`src/rtl/ihpq_ram.sv`:
```
// Simple dual-port synchronous RAM: one write port, one read port,
// registered read data that holds between reads. No dependencies.
`timescale 1ns / 1ps

module ihpq_ram #(
   parameter int DEPTH = 64,
   parameter int ADDR_BITS = 6,
   parameter int WIDTH = 8
) (
   input  logic                 clock,
   input  logic                 wr_en,
   input  logic [ADDR_BITS-1:0] wr_addr,
   input  logic [WIDTH-1:0]     wr_data,
   input  logic                 rd_en,
   input  logic [ADDR_BITS-1:0] rd_addr,
   output logic [WIDTH-1:0]     rd_data
);

   logic [WIDTH-1:0] mem [DEPTH];
   logic [WIDTH-1:0] rd_data_ff;

   // write port
   always_ff @(posedge clock) begin
      if (wr_en) begin
         mem[wr_addr] <= wr_data;
      end
   end

   // read port, registered output
   always_ff @(posedge clock) begin
      if (rd_en) begin
         rd_data_ff <= mem[rd_addr];
      end
   end

   assign rd_data = rd_data_ff;

endmodule

```
`config.mk`:
```
export PLATFORM = sky130hd
export DESIGN_NAME = ihpq_ram
export DESIGN_NICKNAME = d
export VERILOG_FILES = /design/src/rtl/ihpq_ram.sv
export SDC_FILE = /design/constraint.sdc
export NUM_CORES = 1
export LEC_CHECK = 0
export BUFFER_PORTS_ARGS = -buffer_cell sky130_fd_sc_hd__buf_2
export CAP_MARGIN = 20
export CELL_PAD_IN_SITES_DETAIL_PLACEMENT = 1
export CELL_PAD_IN_SITES_GLOBAL_PLACEMENT = 2
export CORE_MARGIN = 1
export CORE_UTILIZATION = 35
export DETAILED_ROUTE_END_ITERATION = 7
export PLACE_DENSITY = 0.64
export RECOVER_POWER = 100
export SYNTH_ARGS = -nofsm -noshare
export SYNTH_HDL_FRONTEND = slang
export SYNTH_SLANG_ARGS = --single-unit
```
`constraint.sdc`:
```
create_clock -name clock -period 5.7 [get_ports clock]
set_clock_uncertainty 0.1 [all_clocks]
set_input_delay 0.285 -clock clock [delete_from_list [all_inputs] [get_ports clock]]
set_output_delay 0.285 -clock clock [all_outputs]
set_load 0.01 [all_outputs]
```
==> run metrics <==
endpoint arrival time on the critical path=3.91 ns; number of warnings reported in the yosys synthesis log=0; placement-stage worst setup slack=2.29 ns; post-route antenna net violation count=0; total routing usage reported by global routing=0.172; Die Height=243 um; area added between synthesis and finish=12.0%; Final Hold Fails=0; initial core utilization=0.356; Filler Cell Count=5406; worst path required time=5.91 ns; Primary FF master, synth=sky130_fd_sc_hd__edfxtp_1; share of synthesized area occupied by flip-flops and latches=0.771; number of violations reported at the end of detailed-routing iteration 0=773; synth unique cells=39; remaining design rule violation count=0; area of the die=58800 um^2; leakage power of the design=0.00687 uW; violations in the final reports=capacitance limit, slew limit; total I/O pin count=31; std cell rows=87; power after layout=7800 uW; H-tree lvl count=2; number of max-slew violations in the final report=559; number of cells produced by synthesis=940; horizontal die dimension=243 um; Worst Setup Start Kind=input pin; worst-skew pair later-pin latency=0.61 ns; type of destination of the critical path=flop; Final HPWL DP=29800 um; power per cell area=344 nW/um^2; Mapped Area=20200 um^2; vias in the first global route=10170; number of sinks handled by clock tree synthesis=520; average via count per standard cell=5.35; number of enable flip-flop cells after synthesis=520; clock buffer depth=3; wire length of the first global-routing pass=72800 um; area of combinational cells with multiple inputs=4320 um^2; FFs w/ async S/R, synth=0; clock slew at reported path FFs=0.06 ns; worst slew margin relative to its limit=-1.07; crit path kind=input pin to flop; outcome=complete, but fails checks; TritonCTS clock tree=yes; setup_tns=0 ns; PnR worst setup slack=2.00 ns; max-cap violations=9; FMAX=0.270 GHz; Routed WL=49600 um; minimum period implied by the final worst setup slack=3.70 ns; Root Driver=sky130_fd_sc_hd__clkbuf_16; syn avg cell area=21.5 um^2; measured slew at the worst slew-check pin=3.10 ns; final core area utilization=0.399; flops & latches, synth=520; placeable core region=56800 um^2; worst vdd ir=0.000213 V; synthesized net count=963; largest net degree at the start of global routing=65; TritonCTS Buffers=52; Final Cycle Share=0.649; area taken by flip-flops and latches=15600 um^2; Avg WL per Cell=27.7 um; share of cells above drive strength 1=0.225; Hold Path Class=input pin to flop; total overflow reported by the global router=0; setup repair after global routing missed its margin=false; I/O Buffers=30; number of antenna violations at the first check in global routing=1; largest fanout on the critical path=55; number of gates resized after cts=0; number of antenna repair diodes=0; total of endpoints with negative setup slack in the final report=0; number of nets in the final layout=1017; router iterations before antenna repair=5; weighted congestion at the end of routability-driven global placement=0.776; Via Count=9558
area by class of cell:
type,instances,share of cell area
Timing Repair Buffer,51,0.0123
Tap cell,756,0.0417
Clock inverter,28,0.00701
Sequential cell,520,0.688
Clock buffer,64,0.0603
Multi-Input combinational cell,369,0.190
power breakdown:
part / internal [uW] / switching (uW) / total (uW)
registers: 4250 / 12.2 / 4260
logic: 139 / 253 / 393
clock network: 1740 / 1400 / 3140
total: 6130 / 1670 / 7800
metrics by stage:
stage,area [um^2],hold WS [ns],cells
floorplan,20200,0.284,940
global placement,21200,0.619,1692
detailed placement,21200,0.604,1692
CTS,22700,0.133,1785
global route,22700,0.182,1788
finish,22700,0.151,1788
flip-flops by register name, indices dropped and copies added (netlist names):
| signal | flops |
|---|---|
| rd_data | 8 |
| mem | 512 |
worst max-delay path: stages:
cell	delay, ns
sky130_fd_sc_hd__clkbuf_2	1.54
sky130_fd_sc_hd__buf_12	0.36
sky130_fd_sc_hd__mux4_2	0.54
sky130_fd_sc_hd__nor2b_1	0.14
sky130_fd_sc_hd__a2111oi_0	0.85
sky130_fd_sc_hd__o41ai_1	0.14
logic make-up after synthesis:
kind of cell,after synthesis,synth area share
flops,520,0.771
mux,162,0.159
simple gates,153,0.0337
compound gates,54,0.0206
buf+inv,51,0.0156
cell usage in the layout, fill, tap and decap left out, drive strengths merged:
cell type	count
o21a	2
o311ai	1
bufinv	1
nor3	7
clkinvlp	1
mux4	126
nor2	83
nand2	19
inv	2
nand3b	3
mux2i	23
or3	1
nor2b	14
and2	1
clkinv	24
nor4	2
a31oi	1
nand4b	1
o2bb2ai	3
nand2b	7
o2111ai	3
a2111oi	2
nand3	13
buf	24
dlygate4sd3	1
a21oi	3
o32ai	2
o221ai	8
o41ai	2
mux2	13
o21ai	4
a211oi	4
edfxtp	520
o22ai	8
clkbuf	90
o221a	2
nand4	2
a221oi	6
a22oi	3
synthesized netlist by cell type (all sizes together), types with 4 or more instances:
library cell,n,area [um^2]
o22ai,8,50.1
a221oi,6,52.6
buf,34,253
nor2b,14,87.6
mux2,13,146
o221ai,8,70.1
a211oi,4,30.0
clkbuf,17,63.8
edfxtp,520,15600
o21ai,4,20.0
nor2,83,312
nor3,7,35.0
nand2,19,71.3
mux2i,23,230
mux4,126,2840
nand2b,7,43.8
nand3,13,65.1
final timing paths:
check                                start    endpoint  slack [ns]  depth (start not counted)
worst min register to register  mem[34][2]  rd_data[2]        0.78                          4
worst min-delay path            wr_addr[2]  mem[49][6]        0.15                          2
worst max register to register  mem[21][6]  rd_data[6]        3.30                          5
worst max-delay path            rd_addr[0]  rd_data[5]        2.00                          6
per-layer routing:
layer / part of all wire / global-route usage / wire, um / up-vias
met5: 0.00018 / 0 / 9 / -
met4: 0.031 / 0.0622 / 1510 / 2
met3: 0.048 / 0.0268 / 2360 / 82
met2: 0.47 / 0.272 / 23400 / 243
met1: 0.45 / 0.242 / 22300 / 5187
li1: - / - / - / 4044
repair_timing:
item	in CTS	in global routing
buffers inserted	0	0
endpoints found under the hold margin	8	0
hold buffers	1	0
No activity file was read; power rests on OpenSTA's default activity.
